`src/hw/rtl/rescl_pkg.sv`:
```
// Shared types and constants for the row edge scan centerline block.
// Used by the lane, merge, top level and checker modules.
`default_nettype none

package rescl_pkg;

	// Row geometry
	localparam int PIX_CNT  = 80;
	localparam int PIX_LAST = 79;
	localparam int PIX_MID  = 39;
	localparam int POS_W    = 7;
	localparam int HW_W     = 6;
	localparam int ROW_W    = 6;
	localparam int ROWS_DEF = 60;

	// Pixel words on the input beat: head holds pixels 0..63, tail 64..79
	localparam int HEAD_W   = 64;
	localparam int TAIL_W   = 16;

	// Lane split: LANE_CNT lanes of LANE_W pixels cover the whole row
	localparam int LANE_CNT = 8;
	localparam int LANE_W   = 10;

	// Stream widths
	localparam int S_TDATA_W = 88;
	localparam int M_TDATA_W = 16;

	// What one lane found in its pixel segment
	typedef struct packed {
		logic             at_s;
		logic             r_hit;
		logic [POS_W-1:0] r_pos;
		logic             l_hit;
		logic [POS_W-1:0] l_pos;
	} lane_res_t;

	// Merged edges and the resulting centre
	typedef struct packed {
		logic             lfound;
		logic             rfound;
		logic             both;
		logic [POS_W-1:0] mid;
		logic [HW_W-1:0]  hw_new;
	} edge_res_t;

endpackage

`default_nettype wire

```
`src/hw/rtl/rescl_lane.sv`:
```
// One scan lane: nearest black pixel right and left of the start column
// inside a segment of the row. Depends on rescl_pkg.
`default_nettype none

module rescl_lane (
	input  wire logic [rescl_pkg::LANE_W-1:0] seg,
	input  wire logic [rescl_pkg::POS_W-1:0]  base,
	input  wire logic [rescl_pkg::POS_W-1:0]  s,
	output rescl_pkg::lane_res_t              res
);
	import rescl_pkg::*;

	logic [POS_W-1:0] gpos [LANE_W];

	// Global column of each pixel in the segment
	always_comb begin
		for (int i = 0; i < LANE_W; i++) begin
			gpos[i] = base + POS_W'(i);
		end
	end

	// Pick lowest black column above s, highest below s, and flag s itself
	always_comb begin
		res = '0;
		for (int i = LANE_W - 1; i >= 0; i--) begin
			if (seg[i] && (gpos[i] > s)) begin
				res.r_hit = 1'b1;
				res.r_pos = gpos[i];
			end
		end
		for (int i = 0; i < LANE_W; i++) begin
			if (seg[i] && (gpos[i] < s)) begin
				res.l_hit = 1'b1;
				res.l_pos = gpos[i];
			end
			if (seg[i] && (gpos[i] == s)) begin
				res.at_s = 1'b1;
			end
		end
	end

endmodule

`default_nettype wire

```
`src/hw/rtl/rescl_merge.sv`:
```
// Merge of the lane results: edge selection, lost-edge rebuild, midpoint
// and half width. Depends on rescl_pkg.
`default_nettype none

module rescl_merge (
	input  wire rescl_pkg::lane_res_t          lanes [rescl_pkg::LANE_CNT],
	input  wire logic [rescl_pkg::HW_W-1:0]    hw,
	output rescl_pkg::edge_res_t               res
);
	import rescl_pkg::*;

	logic             at_s;
	logic             r_any;
	logic             l_any;
	logic [POS_W-1:0] r_pos;
	logic [POS_W-1:0] l_pos;
	logic signed [9:0] l_e;
	logic signed [9:0] r_e;
	logic signed [9:0] dbl;
	logic signed [9:0] sum;
	logic signed [9:0] diff;
	logic [8:0]        half;

	// Lowest lane wins on the right, highest lane wins on the left
	always_comb begin
		at_s  = 1'b0;
		r_any = 1'b0;
		l_any = 1'b0;
		r_pos = '0;
		l_pos = '0;
		for (int k = LANE_CNT - 1; k >= 0; k--) begin
			if (lanes[k].r_hit) begin
				r_any = 1'b1;
				r_pos = lanes[k].r_pos;
			end
		end
		for (int k = 0; k < LANE_CNT; k++) begin
			if (lanes[k].l_hit) begin
				l_any = 1'b1;
				l_pos = lanes[k].l_pos;
			end
			at_s = at_s | lanes[k].at_s;
		end
	end

	// Edges at the border columns or a black start pixel count as lost
	always_comb begin
		res.rfound = !at_s && r_any && (r_pos != POS_W'(PIX_LAST));
		res.lfound = !at_s && l_any && (l_pos != '0);
		res.both   = res.rfound && res.lfound;
	end

	// Rebuild a lost edge from the other one and twice the half width; with both lost, span 0..79
	always_comb begin
		dbl = signed'({3'b000, hw, 1'b0});
		priority if (res.lfound && res.rfound) begin
			l_e = signed'({3'b000, l_pos});
			r_e = signed'({3'b000, r_pos});
		end else if (res.rfound) begin
			r_e = signed'({3'b000, r_pos});
			l_e = r_e - dbl;
		end else if (res.lfound) begin
			l_e = signed'({3'b000, l_pos});
			r_e = l_e + dbl;
		end else begin
			l_e = '0;
			r_e = 10'(PIX_LAST);
		end
	end

	// Truncated midpoint, clamped to the row
	always_comb begin
		sum  = l_e + r_e;
		diff = r_e - l_e;
		half = sum[9:1];
		priority if (sum < 0) begin
			res.mid = '0;
		end else if (half > 9'(PIX_LAST)) begin
			res.mid = POS_W'(PIX_LAST);
		end else begin
			res.mid = half[POS_W-1:0];
		end
		res.hw_new = diff[HW_W:1];
	end

endmodule

`default_nettype wire

```
`src/hw/rtl/row_edge_scan_centerline_top.sv`:
```
// Top level of the row edge scan centerline block: row table memory,
// scan lanes, merge stage and output register. Depends on rescl_pkg,
// rescl_lane and rescl_merge.
//
// Usage: one input beat on s_* carries a binarized 80-pixel row and its
// row number; one output beat on m_* carries the track centre, the
// steering error and both edge-found flags for that row. Each row has
// an entry in a table of last centre and last half width; a row number at
// or beyond ROWS reads centre 39 and half width 39 and writes nothing.
// An accepted beat is captured in stage 1, its lane results in stage 2,
// and it loads the output register when free. One row is in flight at a
// time: the table read-modify-write spans the accept edge, one lane stage
// and the merge stage, so no beat is taken until the row leaves stage 2.
// While the receiver stalls, a finished result holds in the output
// register; one more row may be accepted and then waits in the merge
// stage, and s_tready stays low until it moves on.
// Reset: arst_n clears the pipeline, the output valid bit and the table
// valid bits, so every row reads 39/39 until first written; no clearing
// pass is needed. The first row after reset scans from column 39 with a
// half width of zero.
`default_nettype none

module row_edge_scan_centerline_top #(
	parameter int ROWS = rescl_pkg::ROWS_DEF
) (
	input  wire logic                             clk,
	input  wire logic                             arst_n,
	input  wire logic                             s_tvalid,
	output logic                                  s_tready,
	// [5:0] row_index, [69:6] pixels_head, [85:70] pixels_tail, [87:86] zero
	input  wire logic [rescl_pkg::S_TDATA_W-1:0]  s_tdata,
	output logic                                  m_tvalid,
	input  wire logic                             m_tready,
	// [6:0] centre, [13:7] steering_error, [14] left_found, [15] right_found
	output logic [rescl_pkg::M_TDATA_W-1:0]       m_tdata
);
	import rescl_pkg::*;

	localparam int IDX_W = (ROWS > 1) ? $clog2(ROWS) : 1;
	localparam int ENT_W = POS_W + HW_W;

	// Memory of row entries: {centre, half width}
	logic [ENT_W-1:0] mem [ROWS];
	logic [ROWS-1:0]  vld_q;
	logic             started_q;

	// Stage 1: captured row and table read
	logic                v_s1;
	logic [ROW_W-1:0]    row_s1;
	logic [PIX_CNT-1:0]  pixw_s1;
	logic [ENT_W-1:0]    rd_s1;
	logic                vld_s1;

	// Stage 2: lane results
	logic                v_s2;
	lane_res_t           lanes_s2 [LANE_CNT];
	logic [HW_W-1:0]     hw_s2;
	logic [HW_W-1:0]     keep_hw_s2;
	logic [IDX_W-1:0]    idx_s2;
	logic                wr_s2;

	logic                s_acc;
	logic                adv_s2;
	logic [IDX_W-1:0]    in_idx;
	logic                in_range;
	logic                first;
	logic [POS_W-1:0]    tab_c;
	logic [HW_W-1:0]     tab_h;
	logic [POS_W-1:0]    scan_s;
	logic [HW_W-1:0]     scan_hw;
	logic [PIX_CNT-1:0]  pix;
	lane_res_t           lanes [LANE_CNT];
	edge_res_t           eres;
	logic [POS_W-1:0]    err;

	// Handshake: one row in flight through the two internal stages
	assign s_tready = !v_s1 && !v_s2;
	assign s_acc    = s_tvalid && s_tready;
	assign adv_s2   = v_s2 && (!m_tvalid || m_tready);
	assign in_idx   = s_tdata[IDX_W-1:0];

	// Read the row entry on the accept edge; keep pixel 0 in the top bit; write back on stage 2 advance
	always_ff @(posedge clk) begin
		if (s_acc) begin
			rd_s1   <= mem[in_idx];
			row_s1  <= s_tdata[ROW_W-1:0];
			pixw_s1 <= {s_tdata[ROW_W +: HEAD_W], s_tdata[ROW_W + HEAD_W +: TAIL_W]};
		end
		if (adv_s2 && wr_s2) begin
			mem[idx_s2] <= {eres.mid, eres.both ? eres.hw_new : keep_hw_s2};
		end
	end

	// Valid bits and the started flag
	always_ff @(posedge clk or negedge arst_n) begin
		if (!arst_n) begin
			vld_q     <= '0;
			vld_s1    <= 1'b0;
			started_q <= 1'b0;
		end else begin
			if (s_acc) begin
				vld_s1 <= vld_q[in_idx];
			end
			if (v_s1) begin
				started_q <= 1'b1;
			end
			if (adv_s2 && wr_s2) begin
				vld_q[idx_s2] <= 1'b1;
			end
		end
	end

	// Pick the scan start and half width for this row
	always_comb begin
		in_range = {1'b0, row_s1} < (ROW_W + 1)'(ROWS);
		first    = !started_q;
		tab_c    = vld_s1 ? rd_s1[ENT_W-1:HW_W] : POS_W'(PIX_MID);
		tab_h    = vld_s1 ? rd_s1[HW_W-1:0] : HW_W'(PIX_MID);
		priority if (first) begin
			scan_s  = POS_W'(PIX_MID);
			scan_hw = '0;
		end else if (in_range) begin
			scan_s  = (tab_c > POS_W'(PIX_LAST)) ? POS_W'(PIX_LAST) : tab_c;
			scan_hw = tab_h;
		end else begin
			scan_s  = POS_W'(PIX_MID);
			scan_hw = HW_W'(PIX_MID);
		end
	end

	// Reorder so that bit p is pixel p
	always_comb begin
		for (int p = 0; p < PIX_CNT; p++) begin
			pix[p] = pixw_s1[PIX_LAST - p];
		end
	end

	// Scan lanes, one per pixel segment
	for (genvar l = 0; l < LANE_CNT; l++) begin : g_lane
		rescl_lane u_lane (
			.seg  (pix[l*LANE_W +: LANE_W]),
			.base (POS_W'(l * LANE_W)),
			.s    (scan_s),
			.res  (lanes[l])
		);
	end

	// Stage 1 and stage 2 valid bits
	always_ff @(posedge clk or negedge arst_n) begin
		if (!arst_n) begin
			v_s1 <= 1'b0;
			v_s2 <= 1'b0;
		end else begin
			v_s1 <= s_acc;
			if (v_s1) begin
				v_s2 <= 1'b1;
			end else if (adv_s2) begin
				v_s2 <= 1'b0;
			end
		end
	end

	always_ff @(posedge clk) begin
		if (v_s1) begin
			lanes_s2   <= lanes;
			hw_s2      <= scan_hw;
			keep_hw_s2 <= tab_h;
			idx_s2     <= row_s1[IDX_W-1:0];
			wr_s2      <= in_range;
		end
	end

	rescl_merge u_merge (
		.lanes (lanes_s2),
		.hw    (hw_s2),
		.res   (eres)
	);

	assign err = eres.mid - POS_W'(PIX_MID);

	// Output register: load on advance, drop on take
	always_ff @(posedge clk or negedge arst_n) begin
		if (!arst_n) begin
			m_tvalid <= 1'b0;
		end else if (adv_s2) begin
			m_tvalid <= 1'b1;
		end else if (m_tready) begin
			m_tvalid <= 1'b0;
		end
	end

	always_ff @(posedge clk) begin
		if (adv_s2) begin
			m_tdata <= {eres.rfound, eres.lfound, err, eres.mid};
		end
	end

endmodule

`default_nettype wire

```
`config.mk`:
```
export PLATFORM = sky130hd
export DESIGN_NAME = row_edge_scan_centerline_top
export DESIGN_NICKNAME = d
export VERILOG_FILES = /design/src/hw/rtl/rescl_pkg.sv /design/src/hw/rtl/rescl_lane.sv /design/src/hw/rtl/rescl_merge.sv /design/src/hw/rtl/row_edge_scan_centerline_top.sv
export SDC_FILE = /design/constraint.sdc
export NUM_CORES = 1
export LEC_CHECK = 0
export BUFFER_PORTS_ARGS = -buffer_cell sky130_fd_sc_hd__buf_2
export CAP_MARGIN = 20
export CORE_MARGIN = 1.5
export CORE_UTILIZATION = 55
export CTS_CLUSTER_DIAMETER = 120
export DETAILED_ROUTE_END_ITERATION = 8
export HOLD_SLACK_MARGIN = 0.03
export MAX_ROUTING_LAYER = met4
export PLACE_DENSITY = 0.71
export SYNTH_ARGS = -nofsm -noshare
export SYNTH_HDL_FRONTEND = slang
export SYNTH_SLANG_ARGS = --single-unit
export TNS_END_PERCENT = 50
```
`constraint.sdc`:
```
create_clock -name clk -period 19.27 [get_ports clk]
set_clock_uncertainty 0.1 [all_clocks]
set_input_delay 0 -clock clk [delete_from_list [all_inputs] [get_ports clk]]
set_output_delay 0 -clock clk [all_outputs]
set_load 0.01 [all_outputs]
```
# ---- After elaboration in Yosys (flattened, before gate mapping)
# Memories as Yosys holds them, arrays and structs flattened. A register that Yosys moved wholly into a read port is not among the register bits.
# Index checks and enable logic that the tools add are counted.
dict set report totals {
  mem_count 1
  reg_bits 322
  input_bits 92
  mem_bits_rw 780
}
# name depth width rd rd_ports_with_merged_regs write_ports line
set mem_list {}
lappend mem_list {mem 60 13 1 1 1 row_edge_scan_centerline_top.sv:43} ;# logic [ENT_W-1:0] mem [ROWS];
dict set report classes {
  addsub 5
  eq_ne 80
  bitwise_logic 8
  muxes 209
  magnitude_cmp 167
  reduce_logical 316
}
# op count
set ops {}
lappend ops {{$logic_and 1x1->1} 250}
lappend ops {{$eq 6x7->1 const A} 32}
lappend ops {{$gt 6x7->1 const A} 32}
lappend ops {{$lt 6x7->1 const A} 32}
lappend ops {{$mux 7} 31}
lappend ops {{$reduce_or 9->1} 24}
lappend ops {{$mux 4} 32}
lappend ops {{$mux 8} 16}
lappend ops {{$eq 5x7->1 const A} 16}
lappend ops {{$eq 7x7->1 const A} 16}
lappend ops {{$gt 5x7->1 const A} 16}
lappend ops {{$gt 7x7->1 const A} 16}
lappend ops {{$lt 5x7->1 const A} 16}
lappend ops {{$lt 7x7->1 const A} 16}
lappend ops {{$mux 3} 32}
lappend ops {{$mux 5} 16}
lappend ops {{$mux 6} 11}
lappend ops {{$or 60x60->60} 1}
lappend ops {{$eq 4x7->1 const A} 8}
lappend ops {{$gt 4x7->1 const A} 8}
lappend ops {{$lt 4x7->1 const A} 8}
lappend ops {{$mux 10} 5}
lappend ops {{$mux 1} 48}
lappend ops {{$mux 2} 16}
lappend ops {{34 further kinds} 87}

# ---- Longest topological paths before layout
# Gate-level depths: netlist (run 1).
dict set report logic_depth {
  depth_word 18
  depth_mapped 28
}

# ---- Cells and area by module
# Synthesis (run 1) repeated with hierarchy kept, for this count alone.
dict set report unflattened {
  cells_unflattened 6570
  area_unflattened_um2 72963.7
}
# module n_inst area_per_inst_um2 cells_each
set by_module_without_submodules {}
lappend by_module_without_submodules {row_edge_scan_centerline_top 1 40928.0 1847}
lappend by_module_without_submodules {{rescl_lane (g_lane[0].u_lane ...)} 4 3724.8 547}
lappend by_module_without_submodules {{rescl_lane (g_lane[4].u_lane ...)} 2 3602.2 542}
lappend by_module_without_submodules {{rescl_lane (g_lane[7].u_lane)} 1 3764.9 541}
lappend by_module_without_submodules {{rescl_lane (g_lane[3].u_lane)} 1 3613.5 537}
lappend by_module_without_submodules {rescl_merge 1 2553.7 373}

# ---- Worst setup path before layout (run 1)
# Ideal clock, no wire load.
dict set report synth_timing {
  path_type {register to register}
  from {register lanes_s2[32] (netlist bit)}
  to {register m_tdata[4] (netlist bit), data pin}
  setup_ns 0.659
  path_stages_with_launch 21
  arrival_time_ns 6.667
  setup_slack_ns 11.844
  required_ns 18.511
  synth_period_minus_slack_ns 7.426
  cell_sequence {edfxtp_1 > buf_6 > nand3b_4 > a2111oi_2 > o2bb2ai_1 > a211o_1 > o31ai_4 > inv_1 > nand2_1 > o21ai_0 > ha_1 > clkbuf_1 > nor2b_1 > o21ai_0 > a21oi_1 > o21a_1 > o21ai_0 > a21oi_1 > or3_1 > mux2_4 > nor3_1}
}
# element line
set synth_rtl {}
lappend synth_rtl {{start, declared} row_edge_scan_centerline_top.sv:56} ;# lane_res_t lanes_s2 [LANE_CNT];
lappend synth_rtl {{start signal, assigned} row_edge_scan_centerline_top.sv:165} ;# lanes_s2 <= lanes;
lappend synth_rtl {{end signal, assigned} row_edge_scan_centerline_top.sv:194} ;# m_tdata <= {eres.rfound, eres.lfound, err, eres.mid};
lappend synth_rtl {{end, declared} row_edge_scan_centerline_top.sv:35} ;# output logic [rescl_pkg::M_TDATA_W-1:0] m_tdata

==> key figures, run 1 <==
Outcome
  • Status: complete, no violations

Worst hold path
  • Hold_sp: m_tready
  • Worst hold path type: in -> reg
  • Hold Path End: m_tvalid
  • Hold Path Stages: 4

Clock network
  • Hold Buf Count CTS: 168
  • Post-CTS Repair Setup Buffers: 0
  • Clock Tree Root: clkbuf_16
  • Longest Clk Path Bufs: 3
  • CTS Buf Count: 105
  • Clk slew on worst S/H paths: 60 ps
  • CTS tree: yes
  • Clock latency on the worst-skew pair: 700 ps
  • Post-cts sizing count: 0
  • CTS Sinks: 1075
  • H-Tree Depth: 3

Critical path
  • Worst r2r src: lanes_s2[75]
  • Crit start category: register
  • R2r setup slk: 11880 ps
  • Critical Path RT: 19660 ps
  • Critical R2R Capture: m_tdata[11]
  • CP max FO: 62
  • Setup crit end kind: register
  • Crit Path Class: reg -> reg
  • Worst Reg-to-Reg Cells: 25
  • Arr. time, crit path: 7780 ps

Global route
  • Total track usage: 30.6%
  • Pin count of the biggest net entering global routing: 104
  • Grt ovf: 0
  • Global-route wire length before repair: 184000 um
  • Vias in the first global route: 27747
  • Initial antenna violation count: 3

Run
  • Max Cap Violations: 0

Power
  • Cell Int Power: 4210 uW
  • Register share of total power: 49.4%
  • Worst IR Drop VDD: 0.0000919 V
  • Sw frac: 26.5%
  • Switching pwr: 1520 uW
  • Clock power share: 36.4%
  • Logic pwr share: 14.1%
  • Leakage: 0.0183 uW
  • Power per cell area: 107 mW/mm^2

Layout
  • Fin nets: 3268
  • Filler cells: 5574
  • Layout cells sized above 1: 23.8%
  • Storage element area: 0.0320 mm^2
  • Non-Filler Instances: 4310
  • Area growth syn-to-layout: 16.7%
  • Multi-input gate area in the final layout: 0.0136 mm^2

Placement
  • Hpwl dp: 80000 um
  • Dpl cells: 3937
  • Placer Congestion: 1.01
  • IO Port Bufs: 107

Route
  • Antenna viol nets, final: 0
  • M1 wire length: 50000 um
  • Met2 wire len: 60800 um
  • Pre-antenna DRT Iters: 6
  • Final wirelength: 126000 um
  • DRC: 0
  • Routed via count: 27932
  • Max layer used: met4
  • 1st-iter DRT viols: 3164
  • Met3 WL: 9850 um
  • Vias/cell: 6.48
  • Avg WL per Cell: 29.1 um

Synthesis
  • Asr flop ratio synth: 6.05%
  • Largest cells by area after synthesis: edfxtp_1 66%, mux4_2 13%, dfrtp_1 3.5%
  • Yosys cell types: 92
  • Most frequent cell after synthesis: edfxtp_1
  • Synth Warn #: 0
  • Seq/Total Area, Yosys: 69.4%
  • Synth Register Bits: 1075
  • Mapped Nets: 2904
  • Post-synth EDFFs: 1010
  • Cell Area, Synth: 0.0461 mm^2
  • Commonest cells post-synth: 1010 x edfxtp_1, 266 x mux4_2, 206 x nand2_1
  • Syn Inst Count: 2782
  • Primary FF master, synth: edfxtp_1
  • Cell taking the most area after synthesis: edfxtp_1
  • Synth top area share: 65.8%
  • Syn Area/Cell: 16.6 um^2

Floorplan
  • I/O pin total: 110
  • Core box area: 0.0825 mm^2
  • Initial Utilization: 55.8%
  • FP Rows: 105
  • Die area: 0.0855 mm^2
  • Die X: 292 um
  • Die Ht: 292 um

Timing
  • Min Tclk post-route: 7390 ps
  • Share of the clock period used by the worst path: 38.4%
  • Fin. max-slew vios: 0
  • Actual slew at the worst max-slew pin: 1160 ps
  • Final setup viols: 0
  • Unrepaired setup endpoints after global routing: no
  • Final count of hold timing violations: 0
  • Slew headroom: 22.0%
  • Fmax: 135 MHz
  • Setup_tns: 0 ps
==> area by class of cell <==
cell class,count,share of cell area (%)
well taps,1070,2.49
inverters,66,0.461
diodes,4,0.0186
clock buffers,126,5.13
clock inverters,71,1.46
multi-input cells,1519,25.2
repair buffers,379,5.79
flip-flops and latches,1075,59.4
==> power by group through the flow <==
stage / clock network (uW) / logic (uW) / registers, uW
5_1_grt: 2200 / 865 / 2840
3_5_place_dp: 0 / 763 / 2870
4_1_cts: 2120 / 795 / 2830
6_report: 2090 / 810 / 2830
2_1_floorplan: 0 / 490 / 2830
3_3_place_gp: 0 / 747 / 2870
==> stage by stage <==
stage                     hold slack, ps  cell area [um^2]  total power [uW]  setup WS, ps  utilization [%]
after floorplan                     -396             46100              3320         11840                -
after global placement              78.2             48400              3610         12270             58.7
after detailed placement            78.1             48400              3640         12040             58.7
after CTS                           38.4             53700              5740         12000             65.0
after global routing                90.5             53800              5910         11580             65.2
final                               87.3             53800              5730         11880             65.2
==> how the worst max path moves through the flow <==
| stage | start | end | slack [ps] | depth (start not counted) |
|---|---|---|---|---|
| after CTS | lanes_s2[75] | m_tdata[11] | 12000 | 25 |
| after global placement | lanes_s2[75] | m_tdata[11] | 12270 | 25 |
| after floorplan | lanes_s2[32] | m_tdata[4] | 11840 | 20 |
| after global routing | lanes_s2[75] | m_tdata[11] | 11580 | 25 |
| after detailed placement | lanes_s2[75] | m_tdata[11] | 12040 | 25 |
| final | lanes_s2[75] | m_tdata[11] | 11880 | 25 |
==> registers in the layout (all words and copies together) (netlist names), 13 cells and up <==
signal    flops
m_tdata      16
rd_s1        13
pixw_s1      80
vld_q        60
lanes_s2     96
mem         780
==> critical path, stage by stage, from the launching register on <==
cell and delay, ps:
edfxtp_1 590, nor3_1 490, nand3_1 270, nand3_1 180, a21oi_1 230, o41a_4 620, inv_1 180, nand2_1 180
o21ai_0 380, ha_1 410, nor2b_1 170, o21ai_0 220, a21oi_1 120, o21a_1 220, o21ai_0 250, a21oi_1 170
or3_1 350, mux2_4 340, a21oi_4 320, a21oi_4 90, buf_4 300, ha_1 340, inv_1 100, o21a_1 170
o221ai_1 130, a211oi_1 260
==> cells in the final DEF (no fill, tap or decap), types with 32 or more instances in the layout <==
master	count
a21oi_1	125
buf_2	103
buf_4	101
clkbuf_16	106
dfrtp_1	64
dlygate4sd3_1	167
edfxtp_1	1010
inv_1	65
mux4_2	266
nand2_1	206
nand3_1	51
nor2_1	159
nor3_1	32
o21ai_0	140
or2_2	73
==> routing by layer <==
metal,global-route usage [%],vias up
met5,-,-
met4,11.1,0
met3,4.71,282
met2,47.8,1414
met1,41.4,14366
li1,-,11870
==> cell families (layout without fill, tap and decap cells) <==
| family | Yosys count | after routing | synth area share (%) |
|---|---|---|---|
| XOR/XNOR | 15 | 15 | 0.301 |
| AO/OA/AOI/OAI | 491 | 491 | 6.88 |
| other | 0 | 4 | 0 |
| adder cells (fa/ha/maj) | 30 | 30 | 0.880 |
| AND/OR/NAND/NOR | 692 | 692 | 7.42 |
| multiplexers | 291 | 291 | 13.6 |
| flip-flops | 1075 | 1075 | 69.4 |
| buffers and inverters | 188 | 642 | 1.59 |
No activity file was read; power rests on OpenSTA's default activity.
==> run 2: changes to the inputs <==
- clock period: 19.27 -> 7.7 ns (I/O delays scaled with it)
==> key figures, run 2 (synthesis results as in run 1) <==
Floorplan
  • Initial Utilization: 55.8%
  • Die Ht: 292 um
  • I/O pin total: 110
  • Die X: 292 um
  • Die area: 0.0855 mm^2
  • Core box area: 0.0825 mm^2
  • FP Rows: 105

Timing
  • Final count of hold timing violations: 0
  • Unrepaired setup endpoints after global routing: no
  • Fin. max-slew vios: 0
  • Share of the clock period used by the worst path: 87.0%
  • Slew headroom: 16.9%
  • Setup_tns: 0 ps
  • Actual slew at the worst max-slew pin: 1230 ps
  • Final WS setup: 997 ps
  • Fmax: 149 MHz
  • Final setup viols: 0
  • Min Tclk post-route: 6700 ps

Route
  • 1st-iter DRT viols: 3265
  • Antenna viol nets, final: 0
  • DRC: 0
  • Avg WL per Cell: 29.3 um
  • Pre-antenna DRT Iters: 5
  • Final wirelength: 126000 um
  • Vias/cell: 6.44
  • Routed via count: 27718

Power
  • Worst IR Drop VDD: 0.000224 V
  • Power per cell area: 266 mW/mm^2
  • Leakage: 0.0182 uW

Critical path
  • R2r setup slk: 1000 ps
  • Max incr delay on CP: 540 ps
  • Critical Path RT: 8110 ps
  • Worst r2r src: lanes_s2[32]
  • Worst Reg-to-Reg Cells: 26
  • Arr. time, crit path: 7110 ps
  • Most used cell along the critical path: inv_1
  • Crit start category: register
  • Worst path slowest cell: edfxtp_1
  • Crit Path Class: reg -> reg
  • Setup crit end kind: register
  • Critical R2R Capture: m_tdata[11]
  • CP max FO: 9

Worst hold path
  • Hold_sp: m_tready
  • Hold Path Stages: 4
  • Hold Path End: m_tvalid
  • Worst hold path type: in -> reg

Clock network
  • Clock latency on the worst-skew pair: 680 ps
  • CTS Buf Count: 105
  • CTS Sinks: 1075
  • Post-cts sizing count: 0
  • Clk slew on worst S/H paths: 70 ps
  • Clock Tree Root: clkbuf_16
  • Longest Clk Path Bufs: 3
  • CTS tree: yes
  • H-Tree Depth: 3

Placement
  • IO Port Bufs: 107
  • Hpwl dp: 81500 um
  • Placer Congestion: 0.974
  • Dpl ws: 1090 ps

Layout
  • Area growth syn-to-layout: 16.6%
  • Commonest non-fill, non-tap cell in the layout: edfxtp_1
  • Biggest regs: mem x780, lanes_s2 x96, pixw_s1 x80
  • Highest-count cells in the layout ignoring fill and taps: 1010 x edfxtp_1, 266 x mux4_2, 206 x nand2_1
  • Max reg flops: 780
  • Layout cells sized above 1: 23.6%
  • Fin nets: 3267
  • Biggest register: mem

Global route
  • Global-route wire length before repair: 186000 um
  • Pin count of the biggest net entering global routing: 115
  • Vias in the first global route: 27673
  • Grt ovf: 0
  • Total track usage: 30.9%
  • Initial antenna violation count: 3

Outcome
  • Status: complete, no violations

Run
  • Max Cap Violations: 0
-- run 2: changes by cell type in the layout (fill, tap and decap cells not counted), sizes merged --
| cell | delta |
|---|---|
| clkbuf | +13 |
| dlygate4sd3 | -1 |
| inv | +1 |
| clkinvlp | +2 |
| clkinv | -16 |
| bufinv | -1 |
| buf | -1 |
-- run 2: power by group --
group	total [uW]	switching (uW)	internal, uW	leakage, uW
Combinational	2040	1310	727	0.00664
Clock	5150	2200	2950	0.00167
Sequential	7080	243	6830	0.00992
Total	14300	3750	10500	0.0182
-- run 2: routing by layer --
metal | vias up | wire, um | global-route usage, %
met5 | - | 0 | -
met4 | 0 | 4240 | 9.40
met3 | 250 | 8940 | 3.66
met2 | 1324 | 62700 | 49.9
met1 | 14301 | 50300 | 41.8
li1 | 11843 | - | -
-- run 2: critical path, delay by kind of cell (launching register included) --
family	cells	cell delay, ps
AO/OA/AOI/OAI	15	3560
adder cells (fa/ha/maj)	2	620
buffers and inverters	3	420
flip-flops	1	540
multiplexers	1	340
AND/OR/NAND/NOR	5	930
-- run 2: through the flow --
step,hold WS (ps),cell area [um^2],utilization (%),power [uW],std cells
2_1_floorplan,-396,46100,-,8320,2782
3_3_place_gp,79.1,48400,58.7,9060,3934
3_5_place_dp,78.1,48400,58.7,9110,3935
4_1_cts,43.4,53600,64.9,14300,4297
5_1_grt,76.6,53700,65.1,14700,4306
6_report,61.1,53700,65.1,14300,4307
-- run 2: cell type report --
type	instances	area (um^2)
Multi-Input combinational cell	1519	13600
Timing Repair Buffer	378	3120
Fill cell	5592	28800
Clock buffer	138	2800
Inverter	66	248
Clock inverter	57	666
Tap cell	1070	1340
Sequential cell	1075	32000
Antenna cell	4	10.0
-- run 2: how the worst max path moves through the flow --
stage | start | slack [ps] | to
after floorplan | lanes_s2[32] | 270 | m_tdata[4]
after global placement | lanes_s2[32] | 1270 | m_tdata[11]
after detailed placement | lanes_s2[32] | 1090 | m_tdata[11]
after CTS | lanes_s2[32] | 1050 | m_tdata[11]
after global routing | lanes_s2[32] | 430 | m_tdata[11]
final | lanes_s2[32] | 1000 | m_tdata[11]
-- run 2: what timing repair did --
action,in CTS,in global routing
endpoints found under the hold margin,204,0
hold buffers,167,0
setup buffers,0,0
